--- src/sv/ppc_pkg.sv ---
// ---------------------------------------------------------------------------
// ppc_pkg
// Shared types and constants of the perspective projection and clip unit.
// ---------------------------------------------------------------------------
package ppc_pkg;

  localparam int unsigned FRAC_W  = 16;  // fraction bits of Q16.16
  localparam int unsigned POS_W   = 32;  // camera-space coordinate width
  localparam int unsigned FOCAL_W = 32;  // focal factor width
  localparam int unsigned WIN_W   = 13;  // window size register width
  localparam int unsigned OUT_W   = 15;  // screen coordinate width
  localparam int unsigned PROD_W  = 63;  // width of focal * |pos|
  localparam int unsigned DEN_W   = 31;  // width of a positive depth
  localparam int unsigned QUO_W   = 42;  // quotient bits produced by the cells
  localparam int unsigned SAT_BIT = 40;  // quotients from 2^40 up are hidden
  localparam int unsigned SUM_W   = 43;  // signed width of centre plus offset
  localparam int unsigned DATA_W  = 32;  // configuration data width
  localparam int unsigned ADDR_W  = 4;   // configuration address width

  localparam logic [WIN_W-1:0]   WIN_W_RST   = WIN_W'(800);
  localparam logic [WIN_W-1:0]   WIN_H_RST   = WIN_W'(600);
  localparam logic [FOCAL_W-1:0] FOCAL_X_RST = FOCAL_W'(26214400);
  localparam logic [FOCAL_W-1:0] FOCAL_Y_RST = FOCAL_W'(19660800);

  typedef enum logic [1:0] {
    REG_WIN_WIDTH  = 2'd0,
    REG_WIN_HEIGHT = 2'd1,
    REG_FOCAL_X    = 2'd2,
    REG_FOCAL_Y    = 2'd3
  } ppc_reg_e;

  // One axis of the division: partial remainder, dividend bits still to be
  // consumed, quotient bits produced so far, and the sign of the position.
  typedef struct packed {
    logic             neg;
    logic             ovf;
    logic [DEN_W-1:0] rem;
    logic [QUO_W-1:0] dvd;
    logic [QUO_W-1:0] quo;
  } ppc_lane_t;

  // The word handed from cell to cell.
  typedef struct packed {
    logic             live;
    logic [DEN_W-1:0] den;
    ppc_lane_t        lx;
    ppc_lane_t        ly;
  } ppc_word_t;

endpackage

--- src/sv/ppc_cell.sv ---
// ---------------------------------------------------------------------------
// ppc_cell
// One restoring division step for both axes, producing one quotient bit.
// ---------------------------------------------------------------------------
module ppc_cell import ppc_pkg::*; (
  input  logic      clk_i,
  input  logic      rst_ni,
  input  logic      valid_i,
  output logic      ready_o,
  input  ppc_word_t word_i,
  output logic      valid_o,
  input  logic      ready_i,
  output ppc_word_t word_o
);

  logic      valid_q;
  ppc_word_t word_d, word_q;

  function automatic ppc_lane_t div_step(ppc_lane_t l, logic [DEN_W-1:0] den);
    logic [DEN_W:0]   trial;
    logic [DEN_W+1:0] diff;
    ppc_lane_t        r;
    trial = {l.rem, l.dvd[QUO_W-1]};
    diff  = {1'b0, trial} - {2'b00, den};
    r     = l;
    r.dvd = {l.dvd[QUO_W-2:0], 1'b0};
    if (!diff[DEN_W+1]) begin
      r.rem = diff[DEN_W-1:0];
      r.quo = {l.quo[QUO_W-2:0], 1'b1};
    end else begin
      r.rem = trial[DEN_W-1:0];
      r.quo = {l.quo[QUO_W-2:0], 1'b0};
    end
    return r;
  endfunction

  always_comb begin
    word_d    = word_i;
    word_d.lx = div_step(word_i.lx, word_i.den);
    word_d.ly = div_step(word_i.ly, word_i.den);
  end

  assign ready_o = !valid_q || ready_i;

  always_ff @(posedge clk_i or negedge rst_ni) begin
    if (!rst_ni) begin
      valid_q <= 1'b0;
    end else if (ready_o) begin
      valid_q <= valid_i;
    end
  end

  always_ff @(posedge clk_i) begin
    if (ready_o && valid_i) word_q <= word_d;
  end

  assign valid_o = valid_q;
  assign word_o  = word_q;

endmodule

--- config.mk ---
export PLATFORM = sky130hd
export DESIGN_NAME = ppc_cell
export DESIGN_NICKNAME = d
export VERILOG_FILES = /design/src/sv/ppc_pkg.sv /design/src/sv/ppc_cell.sv
export SDC_FILE = /design/constraint.sdc
export NUM_CORES = 1
export LEC_CHECK = 0
export ABC_AREA = 1
export BUFFER_PORTS_ARGS = -buffer_cell sky130_fd_sc_hd__buf_2
export CORE_AREA = 2 2 210 212
export DETAILED_ROUTE_END_ITERATION = 8
export DIE_AREA = 0 0 212 214
export SLEW_MARGIN = 25
export SYNTH_ARGS = -nofsm -noshare
export SYNTH_HDL_FRONTEND = slang
export SYNTH_SLANG_ARGS = --single-unit
--- constraint.sdc ---
create_clock -name clk_i -period 18.8 [get_ports clk_i]
set_clock_uncertainty 0.15 [all_clocks]
set_input_delay 4.7 -clock clk_i [delete_from_list [all_inputs] [get_ports clk_i]]
set_output_delay 4.7 -clock clk_i [all_outputs]
set_load 0.005 [all_outputs]
==> Word-level counts from Yosys, hierarchy flattened <==
Index checks and enable logic that the tools add are counted.
{ "classes": {"n_addsub": 2, "n_mux": 4, "reduce_logical": 3} }
{ "op_table": {"columns": ["operator", "count"], "rows": [
  ["$sub A32 B31 Y33", 2],
  ["$mux W31", 2],
  ["$mux W1", 2],
  ["$logic_and A1 B1 Y1", 1],
  ["$logic_not A1 Y1", 1],
  ["$logic_or A1 B1 Y1", 1]
]} }
{ "word_totals": {"register_bits": 265, "input_bits": 270, "out_inout_bits": 268} }

==> Depth between registers and ports, before layout <==
{ "depth": {"ltp_word": 3, "mapped_depth": 17, "mapped_depth_nobuf": 15} }

==> Worst setup path after synthesis <==
OpenSTA, ideal clock, no wires.
{ "synth_path": {"path_kind": "in2reg", "start": "in valid_i", "end": "reg word_q, in the netlist word_o[0], enable pin", "setup_time_ns": 0.976, "t_arrival_ns": 17.400, "required_time_ns": 17.674, "setup_slack_ns": 0.274, "stages": 2, "path_buffers": 0, "cell_sequence": "inv_1 > a21oi_1"} }
{ "synth_between": {"elab_chain_cells": 1} }
{ "synth_rtl": {"columns": ["element", "line_no", "rtl"], "rows": [
  ["from (decl)", "ppc_cell.sv:8", "input logic valid_i,"],
  ["$logic_and A1 B1 Y1", "ppc_cell.sv:54", "if (ready_o && valid_i) word_q <= word_d;"],
  ["to (signal assigned)", "ppc_cell.sv:54", null],
  ["to (decl)", "ppc_cell.sv:17", "ppc_word_t word_d, word_q;"]
]} }
Every way passes these cells.
A chain may end at the register's enable or synchronous reset.

==> Worst setup path in the final report <==
{ "layout_path": {"start": "in ready_i", "end": "out ready_o"} }
{ "layout_between": {"elab_chain_cells": 1} }
{ "layout_rtl": {"columns": ["element", "line_no", "rtl"], "rows": [
  ["from (decl)", "ppc_cell.sv:12", "input logic ready_i,"],
  ["$logic_or A1 B1 Y1", "ppc_cell.sv:43", "assign ready_o = !valid_q || ready_i;"],
  ["to (decl)", "ppc_cell.sv:9", "output logic ready_o,"]
]} }
Every way passes these cells.

==> metrics.yaml <==
holdBufCountCts: 0
grt_max_degree: 188
hold_viol_final: 0
p_leak_nw: 9.12
clk_latency_ps: 590
clk_pin_slew_ps: 60
cp.arrival_ps: 5090
routedWlPerCell_um: 20.9
dpl_cell_area_sq_mm: 0.0169
syn-cell-area_sq_mm: 0.0135
die_y_um: 214
path_common_cell: "buf_2"
drt_iter0_markers: 691
fin_util_pct: 42.0
ctsHtreeMaxLevel: 1
cts-resized-gates: 0
max_freq_mhz: 101
drive_above_1_share_pct: 30.0
slowest_stage: "buf_2"
fin_total_pwr_mw: 1.66
wl_met2_um: 27500
cp_max_fo: 2
fin_tns_setup_ps: 0
dr.max_layer_used: "met5"
die_width_um: 212
pwr-share-comb_pct: 17.5
cts_setup_buffers: 0
num_vias: 11930
stdcell_area_sq_mm: 0.0180
viasPerCell: 4.53
finalSetupViolCount: 0
finalCritPeriodShare_pct: 52.9
yosys_warnings: 0
antenna_found_initial: 19
port_buffers: 533
synth_top_area_share_pct: 58.6
dieArea_sq_mm: 0.0454
grt_overflow: 0
cts-buffers-inserted: 31
r2r_slack_ps: 16550
stdcell_count: 2635
rsz0062_at_grt: "false"
cts_tree: "yes"
min_period_ps: 9940
placed_cells: 2564
r2r_start: "valid_o"
critPathCaptureType: "output port"
synth_seq_area_share_pct: 58.8
dp.final_hpwl_um: 45100
wl_met1_um: 21900
critPathRequiredTime_ps: 13950
ys_ff_latch: 265
critPathLaunchType: "input pin"
clockRootBuffer: "clkbuf_16"
cp-endpoint: "ready_o"
slew_violations: 0
regToRegEndpoint: "word_o[218]"
placementRows: 76
p_clk_share_pct: 39.4
fillers: 4299
status: "completed"
ant_nets: 0
finalWirelength_um: 55100
max_cap_viol_count: 0
p_per_area_mw_per_mm2: 91.8
sw_frac_of_total_pct: 27.3
nets: 2347
cts_max_path_buffers: 3
grt_pass1_wl_um: 77700
yosysUniqueCellTypes: 28
worstRegToRegCells: 3
start_util_pct: 31.5
core_sq_mm: 0.0429
synth.avg_cell_area_sq_um: 9.28
worstPathCellList: "buf_2, inv_1, nand2_1, buf_2"
seq_power_share_pct: 43.1
ios: 538
synth_largest_area_cell: "edfxtp_1"
path_buf_inv: 3
grt_usage_pct: 23.6
area_growth_pct: 33.3
path_class: "input pin to output port"
slew_headroom_pct: 48.1
vdd_drop_max_mv: 0.0798
drc: 0
cts.sinks: 265
startpoint: "ready_i"
p_switching_mw: 0.451
critPathMaxStageDelay_ps: 130
synthTopCellsByArea: "edfxtp_1 59%, nand2_1 16%, inv_1 7.0%"
finalWeightedCongestion: 0.921
min-delay-path-class: "flop to flop"
wl_met3_um: 3830
internal-power_mw: 1.20
firstDrtPassIters: 7
grt_pass1_vias: 11814
netlist_instances: 1457
cp_num_cells: 4
critPathTopFamily: "buffers and inverters"
tightest_slew_ps: 779
## final cells by class
cell class | count | area (sq um) | area share [%]
Clock inverter | 21 | 270 | 1.50
Antenna cell | 12 | 30.0 | 0.167
Inverter | 254 | 953 | 5.29
Timing Repair Buffer | 536 | 2730 | 15.1
Clock buffer | 37 | 828 | 4.59
Multi-Input combinational cell | 925 | 4540 | 25.2
Sequential cell | 265 | 7950 | 44.1
Tap cell | 585 | 732 | 4.06
## worst min-delay path by stage
stage	start	endpoint	depth (start not counted)
floorplan	valid_o	valid_o	2
global placement	valid_o	valid_o	2
detailed placement	valid_o	valid_o	2
CTS	valid_o	valid_o	2
global route	valid_o	valid_o	2
finish	valid_o	valid_o	2
## cells in the final DEF (no fill, tap or decap), types with 2 or more instances in the layout
cell type / netlist / routed
a21oi_1: 37 / 36
a21oi_2: 4 / 4
and2_1: 2 / 2
buf_2: 8 / 533
bufinv_16: 0 / 6
clkbuf_1: 0 / 3
clkbuf_16: 0 / 31
clkbuf_8: 0 / 3
clkinv_1: 0 / 4
clkinv_2: 0 / 5
clkinv_4: 0 / 2
clkinvlp_4: 0 / 2
conb_1: 1 / 2
diode_2: 0 / 12
edfxtp_1: 264 / 264
fa_1: 2 / 2
ha_1: 62 / 62
inv_1: 251 / 251
inv_2: 3 / 3
inv_6: 0 / 2
nand2_1: 568 / 568
nand2_2: 6 / 6
nand2_4: 2 / 2
nand3_1: 80 / 80
nand3_2: 2 / 2
nand3b_1: 8 / 8
nand4_1: 8 / 8
nor2_1: 85 / 85
nor2_2: 5 / 5
nor3_1: 6 / 6
o21ai_0: 6 / 6
o21bai_1: 8 / 8
or2_2: 2 / 2
xnor2_1: 2 / 2
xor2_1: 28 / 28
## routing by layer
layer	up-vias	GRT usage [%]
li1	5791	-
met1	5619	27.9
met2	409	42.3
met3	97	5.10
met4	14	7.56
met5	-	0
## per-stage QoR
step                      worst slack (ps)  hold WS (ps)
final                                 8860           439
after global routing                  8810           484
after CTS                             8860           437
after detailed placement              8860           420
after global placement                8840           414
after floorplan                        274           378
## logic make-up (layout without fill, tap and decap cells)
group                    Yosys count  in the layout  synth area share, %
buffers and inverters            268            848                 7.79
XOR/XNOR                          30             30                 1.94
adder cells (fa/ha/maj)           64             64                 6.03
AO/OA/AOI/OAI                     55             55                 2.29
other                              1             14               0.0277
flip-flops                       265            265                 58.8
AND/OR/NAND/NOR                  774            774                 23.1
## cells in the mapped netlist
master    count
nor2_2        5
xor2_1       28
nand4_1       8
nand2_4       2
inv_2         3
fa_1          2
nand3_2       2
or2_2         2
buf_6         4
a21oi_2       4
xnor2_1       2
a21oi_1      37
ha_1         62
nand3_1      80
nand3b_1      8
o21bai_1      8
nor2_1       85
buf_2         8
nand2_1     568
nand2_2       6
buf_4         2
dfrtp_1       1
conb_1        1
and2_1        2
o21ai_0       6
inv_1       251
nor3_1        6
edfxtp_1    264
## registers in the layout, indices dropped and copies added, names as in the netlist
register / flops
word_o: 264
valid_o: 1
## worst reg2reg max path: cells and delay by family (launching register included)
family                 cells  cell delay [ps]
AO/OA/AOI/OAI              1              190
buffers and inverters      2              970
flip-flops                 1              430
## power groups by stage
stage	combinational, mW	clock (mW)	sequential (mW)
2_1_floorplan	0.151	0	0.748
3_3_place_gp	0.289	0	0.725
3_5_place_dp	0.291	0	0.726
4_1_cts	0.293	0.668	0.714
5_1_grt	0.324	0.689	0.717
6_report	0.290	0.652	0.713
Note: power is estimated with default switching activity, not from simulation.
