$ cat src/sv/ppc_pkg.sv
// ---------------------------------------------------------------------------
// ppc_pkg
// Shared types and constants of the perspective projection and clip unit.
// ---------------------------------------------------------------------------
package ppc_pkg;

  localparam int unsigned FRAC_W  = 16;  // fraction bits of Q16.16
  localparam int unsigned POS_W   = 32;  // camera-space coordinate width
  localparam int unsigned FOCAL_W = 32;  // focal factor width
  localparam int unsigned WIN_W   = 13;  // window size register width
  localparam int unsigned OUT_W   = 15;  // screen coordinate width
  localparam int unsigned PROD_W  = 63;  // width of focal * |pos|
  localparam int unsigned DEN_W   = 31;  // width of a positive depth
  localparam int unsigned QUO_W   = 42;  // quotient bits produced by the cells
  localparam int unsigned SAT_BIT = 40;  // quotients from 2^40 up are hidden
  localparam int unsigned SUM_W   = 43;  // signed width of centre plus offset
  localparam int unsigned DATA_W  = 32;  // configuration data width
  localparam int unsigned ADDR_W  = 4;   // configuration address width

  localparam logic [WIN_W-1:0]   WIN_W_RST   = WIN_W'(800);
  localparam logic [WIN_W-1:0]   WIN_H_RST   = WIN_W'(600);
  localparam logic [FOCAL_W-1:0] FOCAL_X_RST = FOCAL_W'(26214400);
  localparam logic [FOCAL_W-1:0] FOCAL_Y_RST = FOCAL_W'(19660800);

  typedef enum logic [1:0] {
    REG_WIN_WIDTH  = 2'd0,
    REG_WIN_HEIGHT = 2'd1,
    REG_FOCAL_X    = 2'd2,
    REG_FOCAL_Y    = 2'd3
  } ppc_reg_e;

  // One axis of the division: partial remainder, dividend bits still to be
  // consumed, quotient bits produced so far, and the sign of the position.
  typedef struct packed {
    logic             neg;
    logic             ovf;
    logic [DEN_W-1:0] rem;
    logic [QUO_W-1:0] dvd;
    logic [QUO_W-1:0] quo;
  } ppc_lane_t;

  // The word handed from cell to cell.
  typedef struct packed {
    logic             live;
    logic [DEN_W-1:0] den;
    ppc_lane_t        lx;
    ppc_lane_t        ly;
  } ppc_word_t;

endpackage

$ cat src/sv/ppc_finish.sv
// ---------------------------------------------------------------------------
// ppc_finish
// Adds the screen centre, tests the guard band and truncates to pixels.
// ---------------------------------------------------------------------------
module ppc_finish import ppc_pkg::*; (
  input  logic                     clk_i,
  input  logic                     rst_ni,
  input  logic                     valid_i,
  output logic                     ready_o,
  input  ppc_word_t                word_i,
  input  logic [WIN_W-1:0]         win_w_i,
  input  logic [WIN_W-1:0]         win_h_i,
  output logic                     valid_o,
  input  logic                     ready_i,
  output logic signed [OUT_W-1:0]  screen_x_o,
  output logic signed [OUT_W-1:0]  screen_y_o,
  output logic                     visible_o
);

  logic                    sum_v_q, out_v_q, sum_rdy, out_rdy;
  logic signed [SUM_W-1:0] cen_x, cen_y, off_x, off_y, sx_d, sy_d, sx_q, sy_q;
  logic signed [SUM_W-1:0] lo_x, hi_x, lo_y, hi_y;
  logic                    shown_d, shown_q;
  logic signed [SUM_W-1:0] abs_x, abs_y;
  logic signed [SUM_W-1:0] px, py;
  logic signed [OUT_W-1:0] scr_x_q, scr_y_q;
  logic                    vis_q;

  assign out_rdy = !out_v_q || ready_i;
  assign sum_rdy = !sum_v_q || out_rdy;
  assign ready_o = sum_rdy;

  always_comb begin
    cen_x = $signed({15'd0, win_w_i[WIN_W-1:1], {FRAC_W{1'b0}}});
    cen_y = $signed({15'd0, win_h_i[WIN_W-1:1], {FRAC_W{1'b0}}});
    off_x = $signed({3'b000, word_i.lx.quo[SAT_BIT-1:0]});
    off_y = $signed({3'b000, word_i.ly.quo[SAT_BIT-1:0]});
    sx_d  = word_i.lx.neg ? (cen_x - off_x) : (cen_x + off_x);
    sy_d  = word_i.ly.neg ? (cen_y + off_y) : (cen_y - off_y);
    lo_x  = -$signed({14'd0, win_w_i, {FRAC_W{1'b0}}});
    hi_x  = $signed({13'd0, win_w_i, {(FRAC_W+1){1'b0}}});
    lo_y  = -$signed({14'd0, win_h_i, {FRAC_W{1'b0}}});
    hi_y  = $signed({13'd0, win_h_i, {(FRAC_W+1){1'b0}}});
    // Offsets from 2^40 up lie far outside any band and are hidden.
    shown_d = word_i.live && !word_i.lx.ovf && !word_i.ly.ovf
           && (word_i.lx.quo[QUO_W-1:SAT_BIT] == '0)
           && (word_i.ly.quo[QUO_W-1:SAT_BIT] == '0)
           && (sx_d >= lo_x) && (sx_d <= hi_x)
           && (sy_d >= lo_y) && (sy_d <= hi_y);
  end

  // Truncation toward zero works on the magnitude.
  always_comb begin
    abs_x = sx_q[SUM_W-1] ? -sx_q : sx_q;
    abs_y = sy_q[SUM_W-1] ? -sy_q : sy_q;
    px    = sx_q[SUM_W-1] ? -(abs_x >>> FRAC_W) : (abs_x >>> FRAC_W);
    py    = sy_q[SUM_W-1] ? -(abs_y >>> FRAC_W) : (abs_y >>> FRAC_W);
  end

  always_ff @(posedge clk_i or negedge rst_ni) begin
    if (!rst_ni) begin
      sum_v_q <= 1'b0;
      out_v_q <= 1'b0;
    end else begin
      if (sum_rdy) sum_v_q <= valid_i;
      if (out_rdy) out_v_q <= sum_v_q;
    end
  end

  always_ff @(posedge clk_i) begin
    if (sum_rdy && valid_i) begin
      sx_q    <= sx_d;
      sy_q    <= sy_d;
      shown_q <= shown_d;
    end
    if (out_rdy && sum_v_q) begin
      scr_x_q <= shown_q ? px[OUT_W-1:0] : '0;
      scr_y_q <= shown_q ? py[OUT_W-1:0] : '0;
      vis_q   <= shown_q;
    end
  end

  assign valid_o    = out_v_q;
  assign screen_x_o = scr_x_q;
  assign screen_y_o = scr_y_q;
  assign visible_o  = vis_q;

endmodule

$ cat config.mk
export PLATFORM = sky130hd
export DESIGN_NAME = ppc_finish
export DESIGN_NICKNAME = d
export VERILOG_FILES = /design/src/sv/ppc_pkg.sv /design/src/sv/ppc_finish.sv
export SDC_FILE = /design/constraint.sdc
export NUM_CORES = 1
export LEC_CHECK = 0
export ABC_AREA = 1
export BUFFER_PORTS_ARGS = -buffer_cell sky130_fd_sc_hd__buf_2
export CAP_MARGIN = 10
export CORE_ASPECT_RATIO = 0.7
export CORE_UTILIZATION = 30
export DETAILED_ROUTE_END_ITERATION = 8
export GPL_TIMING_DRIVEN = 0
export MAX_ROUTING_LAYER = met4
export SYNTH_ARGS = -nofsm -noshare
export SYNTH_HDL_FRONTEND = slang
export SYNTH_SLANG_ARGS = --single-unit
$ cat constraint.sdc
create_clock -name clk_i -period 2.6 [get_ports clk_i]
set_input_delay 0.39 -clock clk_i [delete_from_list [all_inputs] [get_ports clk_i]]
set_output_delay 0.39 -clock clk_i [all_outputs]
set_load 0.02 [all_outputs]
Yosys cells after proc, flatten, opt, wreduce, memory -nomap -nowiden
Cells that the tools add are included.

cells by class
  add/sub/neg operators = 10
  multiply operators = 0
  divide/modulo/power cells = 0
  order comparisons = 4
  equality and inequality tests = 0
  shift-type cells = 0
  mux-type cells = 6
  bitwise logic cells = 0
  reductions and logical operators = 18

operators with widths
  operator           number
  $ge 43x43->1       2
  $le 43x31->1       2
  $mux 43            2
  $neg 29->43        2
  $add 28x40->41     2
  $sub 28x40->41     2
  $mux 31            2
  $neg 31->31        2
  $mux 15            2
  $neg 15->15        2
  $logic_and 1x1->1  10
  $logic_not 1->1    4
  $logic_not 2->1    2
  $logic_or 1x1->1   2

word-level totals
  flip-flop bits (word level) = 120
  latch bits = 0
  RAM bits = 0
  bits in read-only memories = 0
  bits of input ports = 296
  output and inout port bits = 33
  memories = 0

Logic depth before layout (Yosys ltp)
Gate-level depths: netlist of run 1.

  depth after elaboration = 9
  depth in mapped cells = 32

Worst setup path after synthesis of run 1
Ideal clock, no wire load.

  path type = input to register
  start point = input word_i[1] (netlist name)
  end point = register shown_q (data pin)
  setup time = 0.254 ns
  arrival time = 2.986 ns
  data required time = 2.346 ns
  slack = -0.640 ns
  stages on the path = 26
  path through = inv_1 > ha_1 > inv_2 > nor3_4 > nand2_1 > nor2_2 > a31o_2 > nand2_1 > nand3_1 > nand2_1 > nand4_1 > o21ai_0 > xor2_1 > ha_1 > nand2_1 > nor3_1 > o21ai_0 > o2111a_1 > o21ai_0 > nand2_1 > nand2_1 > nand2_1 > nand2_1 > nand2_1 > nand2_1 > nor2_1

on the way
  longest elaborated chain between the ends = 5
  elaborated cells on any way between the ends = 7

ends and longest elaborated chain
  element                                           line              text
  from (decl)                                       ppc_finish.sv:10  input ppc_word_t word_i,
  $sub 28x40->41 or $add 28x40->41 (tied branches)  ppc_finish.sv:39  sy_d = word_i.ly.neg ? (cen_y + off_y) : (cen_y - off_y);
  $mux 43 (*)                                       ppc_finish.sv:39
  named net sy_d[26]                                ppc_finish.sv:21  logic signed [SUM_W-1:0] cen_x, cen_y, off_x, off_y, sx_d, sy_d, sx_q, sy_q;
  $ge 43x43->1                                      ppc_finish.sv:49  && (sy_d >= lo_y) && (sy_d <= hi_y);
  $logic_and 1x1->1                                 ppc_finish.sv:49
  $logic_and 1x1->1 (*)                             ppc_finish.sv:49
  named net shown_d                                 ppc_finish.sv:23  logic shown_d, shown_q;
  to (signal assigned)                              ppc_finish.sv:74  shown_q <= shown_d;
  to (decl)                                         ppc_finish.sv:23

Mark *: on every way through the listed nets, which the timed path passes. The rest lies on a longest branch.
A chain may end at the register's enable or synchronous reset.

Worst setup path after layout of run 1
  start point = input win_w_i[3]
  end point = register shown_q (data pin)

on the way
  longest elaborated chain between the ends = 7
  elaborated cells on any way between the ends = 10

ends and longest elaborated chain
  element                                           line              text
  from (decl)                                       ppc_finish.sv:11  input logic [WIN_W-1:0] win_w_i,
  $add 28x40->41 or $sub 28x40->41 (tied branches)  ppc_finish.sv:38  sx_d = word_i.lx.neg ? (cen_x - off_x) : (cen_x + off_x);
  $mux 43 (*)                                       ppc_finish.sv:38
  named net sx_d[19]                                ppc_finish.sv:21
  $ge 43x43->1                                      ppc_finish.sv:48  && (sx_d >= lo_x) && (sx_d <= hi_x)
  $logic_and 1x1->1                                 ppc_finish.sv:48
  $logic_and 1x1->1 (*)                             ppc_finish.sv:48
  $logic_and 1x1->1 (*) (2 in series)               ppc_finish.sv:49
  named net shown_d                                 ppc_finish.sv:23

Marked as above.

==> flow_metrics.env, run 1 <==
export IMPL_drt_total_wl_um=52260
export IMPL_viasPerCell=5.009
export IMPL_drc=0
export IMPL_crit_path_start_kind="primary input"
export IMPL_synth_cell_types=58
export IMPL_p_leak_uw=0.008829
export IMPL_regArea_um2=2933
export IMPL_worstPathRequired_ps=2700
export IMPL_cpMostUsedCell="nor2_1"
export IMPL_setup_slack_ps=-822.5
export IMPL_holdWs_ps=232.9
export IMPL_critical_path_top_delay_family="simple AND/OR/NAND/NOR gates"
export IMPL_boundaryPins=329
export IMPL_setup_viol=1
export IMPL_synth_top_cells_by_area="edfxtp_1, nand2_1, ha_1"
export IMPL_synth_top_cells_by_count="nand2_1, inv_1, nor2_1"
export IMPL_ys_seq_elements=98
export IMPL_dpl_hpwl_um=42880
export IMPL_violations="setup timing"
export IMPL_reg2reg_from="sy_q[19]"
export IMPL_min_path_type="in -> reg"
export IMPL_tightestPinTransition_ps=932.8
export IMPL_ant_nets=0
export IMPL_cts_buffers_inserted=9
export IMPL_p_per_area_nw_per_um2=387.9
export IMPL_dieArea_um2=47310
export IMPL_cts_tree="done"
export IMPL_drt_iter0_markers=1344
export IMPL_synthCells=2267
export IMPL_status="finished with violations"
export IMPL_relSlewSlack_pct=37.68
export IMPL_htreeDepth=3
export IMPL_cts_root_buffer="clkbuf_16"
export IMPL_finalInstanceArea_um2=18120
export IMPL_ir_worst_vdd_v=0.0002738
export IMPL_crit_fanout=6
export IMPL_crit_slowest_cell="xor2_1"
export IMPL_fillers=4709
export IMPL_max_freq_mhz=292.2
export IMPL_critical_path_buf_inv_count=3
export IMPL_async_reset_ff_share_pct=2.041
export IMPL_drt_first_pass_iters=8
export IMPL_drive_gt1_share_pct=25.56
export IMPL_core_area_um2=45460
export IMPL_rsz0062_at_grt="true"
export IMPL_grt_overflow_total=0
export IMPL_finalHoldViolCount=0
export IMPL_start_util_pct=30.64
export IMPL_synth_edf_count=96
export IMPL_synthFlopType="edfxtp_1"
export IMPL_synth_area_um2=13930
export IMPL_die_h_um=182.3
export IMPL_worstPathArrival_ps=3520
export IMPL_vias=15670
export IMPL_synth_most_common_cell="nand2_1"
export IMPL_yosysTopAreaCellShare_pct=20.70
export IMPL_synth_avg_cell_area_um2=6.144
export IMPL_grt_first_pass_wirelength_um=80490
export IMPL_synth_top_area_cell="edfxtp_1"
export IMPL_syn_num_nets=2701
export IMPL_wire_per_inst_um=16.71
export IMPL_insertion_delay_ps=350
export IMPL_grt_usage_pct=22.34
export IMPL_cp_startpoint="win_w_i[3]"
export IMPL_crit_type="in -> reg"
export IMPL_grt_max_degree=34
export IMPL_period_share_pct=131.6
export IMPL_end_kind="flip-flop"
export IMPL_yosysSeqAreaShare_pct=21.06
export IMPL_num_rows=65
export IMPL_min_period_ps=3423
export IMPL_globalplace_congestion=0.9835
export IMPL_cpPeakStageDelay_ps=440
export IMPL_ys_warn_count=0
export IMPL_multi_input_area_um2=10910
export IMPL_slew_violations=0
export IMPL_finClkSkew_ps=15.73
export IMPL_cts_sinks=98
export IMPL_clk_path_buf_depth=2
export IMPL_area_growth_pct=30.08
export IMPL_finalNetCount=2945
export IMPL_total_power_uw=7028
export IMPL_antenna_found_initial=11
export IMPL_drv_cap=0
export IMPL_placed_area_um2=15620
export IMPL_path_cells="buf_4 > ha_4 > nand4_1 > nor2_1 > nand3_2 > nand3_1 > o21ai_0 > xor2_1 > inv_2 > buf_4 > ha_1 > nand2_1 > nor2_1 > o211ai_1 > o2111ai_1 > a21boi_1 > nor2_1 > nor2_1 > nand3_1 > nand2_1 > a21oi_2 > nor2_4"
export IMPL_path_clk_slew_ps=70
export IMPL_grt_pass1_vias=14410
export IMPL_min_delay_start="word_i[117]"
export IMPL_io_buffers=149
export IMPL_die_width_um=259.5
[cell usage in the layout, fill, tap and decap left out, drive strengths merged, types with 15 or more instances in the layout]
cell type	instances
inv	369
buf	252
nor3	53
a21oi	107
nand3	172
ha	136
o21ai	84
nor2	310
nand2	694
clkbuf	29
xor2	68
nand4	45
edfxtp	96
nand3b	15
[logic make-up (layout without fill, tap and decap cells)]
logic type	Yosys count	in the layout	synth area share, %
and+or+nand+nor	1312	1312	40.77
buffers and inverters	411	660	11.36
AOI/OAI and AO/OA	230	230	9.172
adders and majority gates	138	138	12.50
DFF	98	98	21.06
xor gates and xnor gates	77	77	5.058
muxes	1	1	0.07187
other	0	9	0
[stage by stage]
step                      cells  worst slack, ps  util, %  setup TNS [ps]
after floorplan            2267           -507.3        -          -507.3
after global placement     3019            -2145    34.29          -40760
after detailed placement   3020            -2075    34.36           -6678
after CTS                  3107           -745.7    38.79          -745.7
after global routing       3128           -983.8    39.85          -983.8
final                      3128           -822.5    39.85          -822.5
[area by class of cell]
cell class / count / area share [%]
plain buffers: 39 / 1.630
flip-flops and latches: 98 / 16.19
repair buffers: 233 / 8.066
clock inverters: 6 / 0.4558
inverters: 372 / 7.894
multi-input cells: 1758 / 60.21
well taps: 603 / 4.164
diodes: 9 / 0.1243
clock buffers: 10 / 1.264
[worst paths after layout]
| check | slack [ps] | to | depth (start not counted) |
|---|---|---|---|
| setup / recovery | -820 | shown_q | 22 |
| hold / removal | 230 | sx_q[0] | 1 |
| setup reg to reg | 170 | screen_y_o[14] | 16 |
| hold reg to reg | 540 | valid_o | 2 |
| max in group asynchronous | 2150 | valid_o | 2 |
| min in group asynchronous | 340 | sum_v_q | 2 |
[where the power goes]
group	internal, µW	switching (µW)	leakage, µW	total [µW]
registers	1980	108	0.000956	2090
clock network	770	649	0.000148	1420
logic	1260	2260	0.00772	3520
[routing by layer]
layer	vias up	GRT usage (%)	routed length (µm)
met4	0	3.271	459
met5	-	-	0
met1	7269	34.68	27190
li1	7763	-	-
met3	42	3.931	4370
met2	594	29.74	20240
[timing repair]
item,4_1_cts,5_1_grt
pin swaps,99,43
endpoints found under the setup margin,7,14
gates resized for setup,286,90
hold buffers,1,0
cloned,0,0
setup buffers,70,12
hold endpoints to repair,2,0
[flip-flops by register name (all words and copies together) (netlist names)]
name        cells
valid_o         1
shown_q         1
sum_v_q         1
screen_y_o     15
visible_o       1
sx_q           32
screen_x_o     15
sy_q           32
(Power assumes the default switching activity.)
==> run 2: changes to the inputs <==
--- a/config.mk
+++ b/config.mk
@@ -8,11 +8,11 @@
 export ABC_AREA = 1
 export BUFFER_PORTS_ARGS = -buffer_cell sky130_fd_sc_hd__buf_2
 export CAP_MARGIN = 10
-export CORE_ASPECT_RATIO = 0.7
+export CORE_ASPECT_RATIO = 1.1
 export CORE_UTILIZATION = 30
 export DETAILED_ROUTE_END_ITERATION = 8
 export GPL_TIMING_DRIVEN = 0
-export MAX_ROUTING_LAYER = met4
+export PLACE_DENSITY_LB_ADDON = 0.05
 export SYNTH_ARGS = -nofsm -noshare
 export SYNTH_HDL_FRONTEND = slang
 export SYNTH_SLANG_ARGS = --single-unit
==> run 2 against run 1 <==
  * Core utilization shrank 1.3 points
  * Clock-buffer cell count shrank 1
  * Register-to-register slack gained 60 ps
  * First-iteration DRC count shrank 44%
  * Worst setup slack lost 1.3 ps
  * Hold slack lost 13 ps
  * Clock skew shrank 7.8 ps
  * Largest power group unchanged
  * The run still ends with setup timing left
  * Final cell count shrank 1.2%
  * Maximum frequency is essentially flat
  * Combinational power shrank 6.0%
  * Critical path type unchanged
  * Cell area shrank 2.9%
==> flow_metrics.env, run 2 (same netlist as run 1, synthesis figures left out) <==
export IMPL_max_freq_mhz=292.1
export IMPL_dp_slack_ps=-2320
export IMPL_viasPerCell=4.749
export IMPL_cts_buffers_inserted=9
export IMPL_finalHoldViolCount=0
export IMPL_cts_tree="done"
export IMPL_cts_root_buffer="clkbuf_16"
export IMPL_drt_first_pass_iters=5
export IMPL_worstPathRequired_ps=2800
export IMPL_violations="setup timing"
export IMPL_critical_path_buf_inv_count=2
export IMPL_clk_path_buf_depth=2
export IMPL_drive_gt1_share_pct=23.10
export IMPL_critical_path_top_delay_family="compound AO/OA/AOI/OAI gates"
export IMPL_rsz0062_at_grt="true"
export IMPL_num_rows=82
export IMPL_die_width_um=207.4
export IMPL_final_common_cell="nand2_1"
export IMPL_htreeDepth=3
export IMPL_slew_violations=0
export IMPL_crit_fanout=7
export IMPL_insertion_delay_ps=360
export IMPL_grt_overflow_total=0
export IMPL_boundaryPins=329
export IMPL_drc=0
export IMPL_cpPeakStageDelay_ps=300
export IMPL_grt_usage_pct=20.61
export IMPL_setup_viol=1
export IMPL_grt_pass1_vias=14240
export IMPL_p_per_area_nw_per_um2=388.6
export IMPL_period_share_pct=131.7
export IMPL_fillers=4970
export IMPL_crit_type="in -> reg"
export IMPL_crit_path_start_kind="primary input"
export IMPL_end_kind="flip-flop"
export IMPL_io_buffers=149
export IMPL_area_growth_pct=26.28
export IMPL_antenna_found_initial=6
export IMPL_drt_total_wl_um=49160
export IMPL_grt_max_degree=34
export IMPL_crit_slowest_cell="ha_1"
export IMPL_worstPathArrival_ps=3630
export IMPL_ir_worst_vdd_v=0.0002639
export IMPL_largestRegisters="sx_q (32), sy_q (32)"
export IMPL_min_period_ps=3424
export IMPL_dpl_hpwl_um=41640
export IMPL_p_leak_uw=0.008720
export IMPL_wire_per_inst_um=15.92
export IMPL_path_cells="buf_2 > ha_1 > buf_6 > nor2_2 > nand2_1 > o21ai_2 > a21oi_1 > a21oi_2 > xor2_2 > ha_1 > nand2_4 > nor2_4 > o211ai_1 > o2111ai_2 > a21boi_2 > nor2_1 > nor2_1 > nand3_1 > nand2_1 > a21oi_2 > nor2_4"
export IMPL_setup_slack_ps=-823.8
export IMPL_layout_common_cells="nand2_1, inv_1, nor2_1"
export IMPL_min_path_type="in -> reg"
export IMPL_tightestPinTransition_ps=704.0
export IMPL_final_setup_tns_ps=-823.8
export IMPL_drt_iter0_markers=759
export IMPL_cts_sinks=98
export IMPL_dieArea_um2=47290
export IMPL_finClkSkew_ps=7.958
export IMPL_drv_cap=0
export IMPL_finalNetCount=2928
export IMPL_path_clk_slew_ps=70
export IMPL_core_area_um2=45660
export IMPL_vias=14670
export IMPL_status="finished with violations"
export IMPL_ant_nets=0
export IMPL_die_h_um=228.0
export IMPL_start_util_pct=30.51
export IMPL_relSlewSlack_pct=53.00
export IMPL_grt_first_pass_wirelength_um=76980
export IMPL_globalplace_congestion=0.8792
[run 2: cell types whose count changed in the layout (fill, tap and decap cells not counted), moves of 5 or more]
cell     delta
buf_2      +15
inv_2      -12
xor2_1      +8
nor2_2      +5
inv_1      +13
diode_2     -6
xor2_2      -8
buf_4      -23
ha_4       -16
ha_1       +14
nand2_2     -5
[run 2: cell type report]
cell class | instances | area [µm²] | share of cell area, %
flip-flops and latches | 98 | 2933 | 16.67
repair buffers | 217 | 1324 | 7.527
diodes | 3 | 7.507 | 0.04268
multi-input cells | 1758 | 10600 | 60.29
clock inverters | 6 | 88.84 | 0.5051
inverters | 372 | 1423 | 8.088
clock buffers | 9 | 225.2 | 1.281
well taps | 588 | 735.7 | 4.183
plain buffers | 38 | 247.7 | 1.409
[run 2: report_power, final]
| group | internal, µW | switching (µW) | leakage, µW |
|---|---|---|---|
| Sequential | 1980 | 104 | 0.000956 |
| Clock | 841 | 597 | 0.000150 |
| Combinational | 1190 | 2120 | 0.00761 |
| Total | 4010 | 2820 | 0.00872 |
[run 2: path summary, 6_finish.rpt]
| check | startpoint | to | slack (ps) | cells after the start |
|---|---|---|---|---|
| setup / recovery | win_w_i[7] | shown_q | -820 | 21 |
| hold / removal | word_i[117] | sx_q[0] | 220 | 1 |
| setup reg to reg | sy_q[7] | screen_y_o[12] | 230 | 15 |
| hold reg to reg | sum_v_q | valid_o | 520 | 2 |
| max in group asynchronous | rst_ni | valid_o | 2160 | 2 |
| min in group asynchronous | rst_ni | sum_v_q | 340 | 2 |
[run 2: through the flow]
stage / cells / power [µW] / hold WS [ps] / utilization [%] / area, µm²
final: 3089 / 6835 / 220.3 / 38.52 / 17590
after global routing: 3087 / 7345 / 209.1 / 38.51 / 17580
after CTS: 3074 / 6777 / 201.6 / 37.65 / 17190
after detailed placement: 3006 / 4929 / 181.0 / 34.23 / 15630
after global placement: 3004 / 4896 / 175.9 / 34.10 / 15570
after floorplan: 2267 / 3986 / 94.41 / - / 14090
[run 2: layer usage]
layer | vias to the layer above | global-route usage, % | part of all wire, %
met4 | 4 | 4.757 | 1.4
met3 | 40 | 1.638 | 3.1
met2 | 249 | 35.56 | 47
met1 | 6658 | 27.77 | 48
li1 | 7720 | - | -
met5 | - | 0 | 0.045
[run 2: what timing repair did]
action	in CTS	in global routing
setup buffers	53	12
setup endpoints to repair	4	10
resized for setup	218	79
hold buffers	1	0
pin swaps	76	39
hold endpoints to repair	2	0
==> run 3: changes to the inputs <==
--- a/config.mk
+++ b/config.mk
@@ -9,7 +9,7 @@
 export BUFFER_PORTS_ARGS = -buffer_cell sky130_fd_sc_hd__buf_2
 export CAP_MARGIN = 10
 export CORE_ASPECT_RATIO = 1.1
-export CORE_UTILIZATION = 30
+export CORE_UTILIZATION = 55
 export DETAILED_ROUTE_END_ITERATION = 8
 export GPL_TIMING_DRIVEN = 0
 export PLACE_DENSITY_LB_ADDON = 0.05
==> run 3 against run 2 <==
  * The flow still finishes with violations (setup timing)
  * Clock-buffer cell count up 2
  * Wire length decreased by 10%
  * Hold slack improved by 51 ps
  * Final cell count is 8.7% lower
  * First-iteration DRC count increased by 58%
  * Non-clock buffer count up 9
  * Critical path depth is 3 higher
  * Combinational power up 2%
  * Global-route usage grew 13 points
  * Sequential share of layout area is 0.22 points higher
  * Highest routed layer is now met4
  * Cell area is 1.3% lower
  * Via count up 5.7%
==> flow_metrics.env, run 3 (same netlist as run 1, synthesis figures left out) <==
export IMPL_wire_per_inst_um=15.62
export IMPL_boundaryPins=329
export IMPL_worstPathRequired_ps=2690
export IMPL_grt_first_pass_wirelength_um=69750
export IMPL_p_per_area_nw_per_um2=381.5
export IMPL_antenna_found_initial=3
export IMPL_die_width_um=153.7
export IMPL_clk_path_buf_depth=2
export IMPL_setup_slack_ps=-848.9
export IMPL_drive_gt1_share_pct=24.08
export IMPL_min_period_ps=3449
export IMPL_die_h_um=168.9
export IMPL_start_util_pct=56.39
export IMPL_p_leak_uw=0.008759
export IMPL_layout_common_cells="nand2_1, inv_1, nor2_1"
export IMPL_htreeDepth=3
export IMPL_cts_sinks=98
export IMPL_rsz0062_at_grt="true"
export IMPL_area_growth_pct=24.61
export IMPL_drt_total_wl_um=44080
export IMPL_violations="setup timing"
export IMPL_drv_cap=0
export IMPL_placed_area_um2=15250
export IMPL_cts_root_buffer="clkbuf_16"
export IMPL_final_common_cell="nand2_1"
export IMPL_dp_slack_ps=-1993
export IMPL_dieArea_um2=25970
export IMPL_cpPeakStageDelay_ps=410
export IMPL_hold_path_end="sx_q[0]"
export IMPL_insertion_delay_ps=340
export IMPL_drt_first_pass_iters=6
export IMPL_path_clk_slew_ps=60
export IMPL_end_kind="flip-flop"
export IMPL_period_share_pct=132.6
export IMPL_min_path_cells=1
export IMPL_globalplace_congestion=0.9631
export IMPL_largestRegisters="sx_q (32), sy_q (32)"
export IMPL_crit_slowest_cell="fa_2"
export IMPL_finalHoldViolCount=0
export IMPL_io_buffers=149
export IMPL_worstPathArrival_ps=3540
export IMPL_ant_nets=0
export IMPL_finalInstanceArea_um2=17360
export IMPL_ir_worst_vdd_v=0.0003664
export IMPL_viasPerCell=5.495
export IMPL_cpMostUsedCell="nand2_4"
export IMPL_slew_violations=0
export IMPL_fillers=2065
export IMPL_min_path_type="in -> reg"
export IMPL_dpl_hpwl_um=35120
export IMPL_drt_iter0_markers=1199
export IMPL_relSlewSlack_pct=40.84
export IMPL_critical_path_top_delay_family="simple AND/OR/NAND/NOR gates"
export IMPL_grt_usage_pct=33.17
export IMPL_grt_overflow_total=0
export IMPL_num_rows=60
export IMPL_vias=15500
export IMPL_setup_viol=1
export IMPL_crit_fanout=4
export IMPL_crit_type="in -> reg"
export IMPL_grt_pass1_vias=14500
export IMPL_regToRegSetupSlack_ps=200
export IMPL_max_freq_mhz=289.9
export IMPL_grt_max_degree=51
export IMPL_r2r_end="screen_x_o[12]"
export IMPL_cts_tree="done"
export IMPL_finalNetCount=2937
export IMPL_reg2reg_from="sx_q[1]"
export IMPL_min_delay_start="word_i[117]"
export IMPL_drc=0
export IMPL_cts_buffers_inserted=9
export IMPL_finClkSkew_ps=5.185
export IMPL_crit_path_start_kind="primary input"
export IMPL_path_cells="buf_8 > ha_4 > fa_2 > nand3_2 > nand2_4 > nand2_4 > nand2_4 > a21oi_2 > inv_1 > nand2_1 > a31oi_2 > xor2_1 > inv_1 > ha_4 > nand2_2 > buf_4 > o2111ai_2 > a21boi_2 > nor2_1 > nor2_1 > nand3_1 > nand2_1 > a21oi_2 > nor2_4"
export IMPL_status="finished with violations"
export IMPL_rr_worst_depth=13
export IMPL_critical_path_buf_inv_count=4
export IMPL_core_area_um2=24700
export IMPL_tightestPinTransition_ps=885.4
[run 3: cell types whose count changed in the layout (fill, tap and decap cells not counted), moves of 3 or more]
cell,delta
buf_2,-3
buf_4,+9
ha_1,-9
ha_4,+10
inv_1,-6
inv_2,+6
nand2_1,-9
nand2_2,+9
nor2_1,+3
[run 3: repair_timing]
action	CTS	global route
setup buffers	51	24
hold buffers	1	0
pin swaps	87	63
cloned	0	0
endpoints found under the hold margin	2	0
endpoints found under the setup margin	1	12
gates resized for setup	213	110
[run 3: where the power goes]
part	internal, µW	switching, µW
clock	635	510
combinational	1260	2140
sequential	1980	97.3
total	3880	2740
[run 3: metal layers]
metal  GRT usage (%)  wire (µm)
met2           56.86      20370
met3           3.277       2989
met4           11.96       1611
met5               0          0
met1           43.29      19110
[run 3: cell type report]
type	count	area, µm²	area share, %
antenna	3	7.507	0.04325
buffer	38	260.3	1.499
clock buffer	11	232.7	1.341
clock inverter	5	21.27	0.1225
inverter	372	1423	8.196
multi-input combinational	1758	10700	61.67
sequential	98	2933	16.90
tap	310	387.9	2.235
timing repair buffer	226	1388	7.995
[run 3: how the worst max path moves through the flow]
stage                      startpoint      end  slack, ps  cells past startpoint
after floorplan             word_i[1]  shown_q       -510                     26
after global placement    word_i[233]  shown_q      -1970                     20
after detailed placement  word_i[233]  shown_q      -1990                     20
after CTS                  win_w_i[1]  shown_q       -710                     27
after global routing      word_i[136]  shown_q      -1000                     26
final                      win_w_i[1]  shown_q       -850                     24
[run 3: metrics by stage]
step	hold WS, ps	util (%)	setup TNS [ps]	cells	power [µW]
2_1_floorplan	94.41	-	-507.3	2267	3986
3_3_place_gp	175.9	61.63	-20810	2726	4728
3_5_place_dp	179.8	61.75	-3381	2727	4795
4_1_cts	265.7	67.79	-714.7	2795	6316
5_1_grt	272.2	70.26	-1027	2820	7031
6_report	271.1	70.27	-848.9	2821	6622
[run 3: worst register-to-register path: stages (launching register included)]
cell and delay [ps]:
edfxtp_1 430, nor2_1 110, nand3_1 100, nor2_1 220
nand3_1 150, nand2_2 150, xor2_4 200, nand2_1 130
nor2_4 170, nand2_1 100, nor2_2 130, nand2_1 80
a21oi_1 130, nor2_1 60
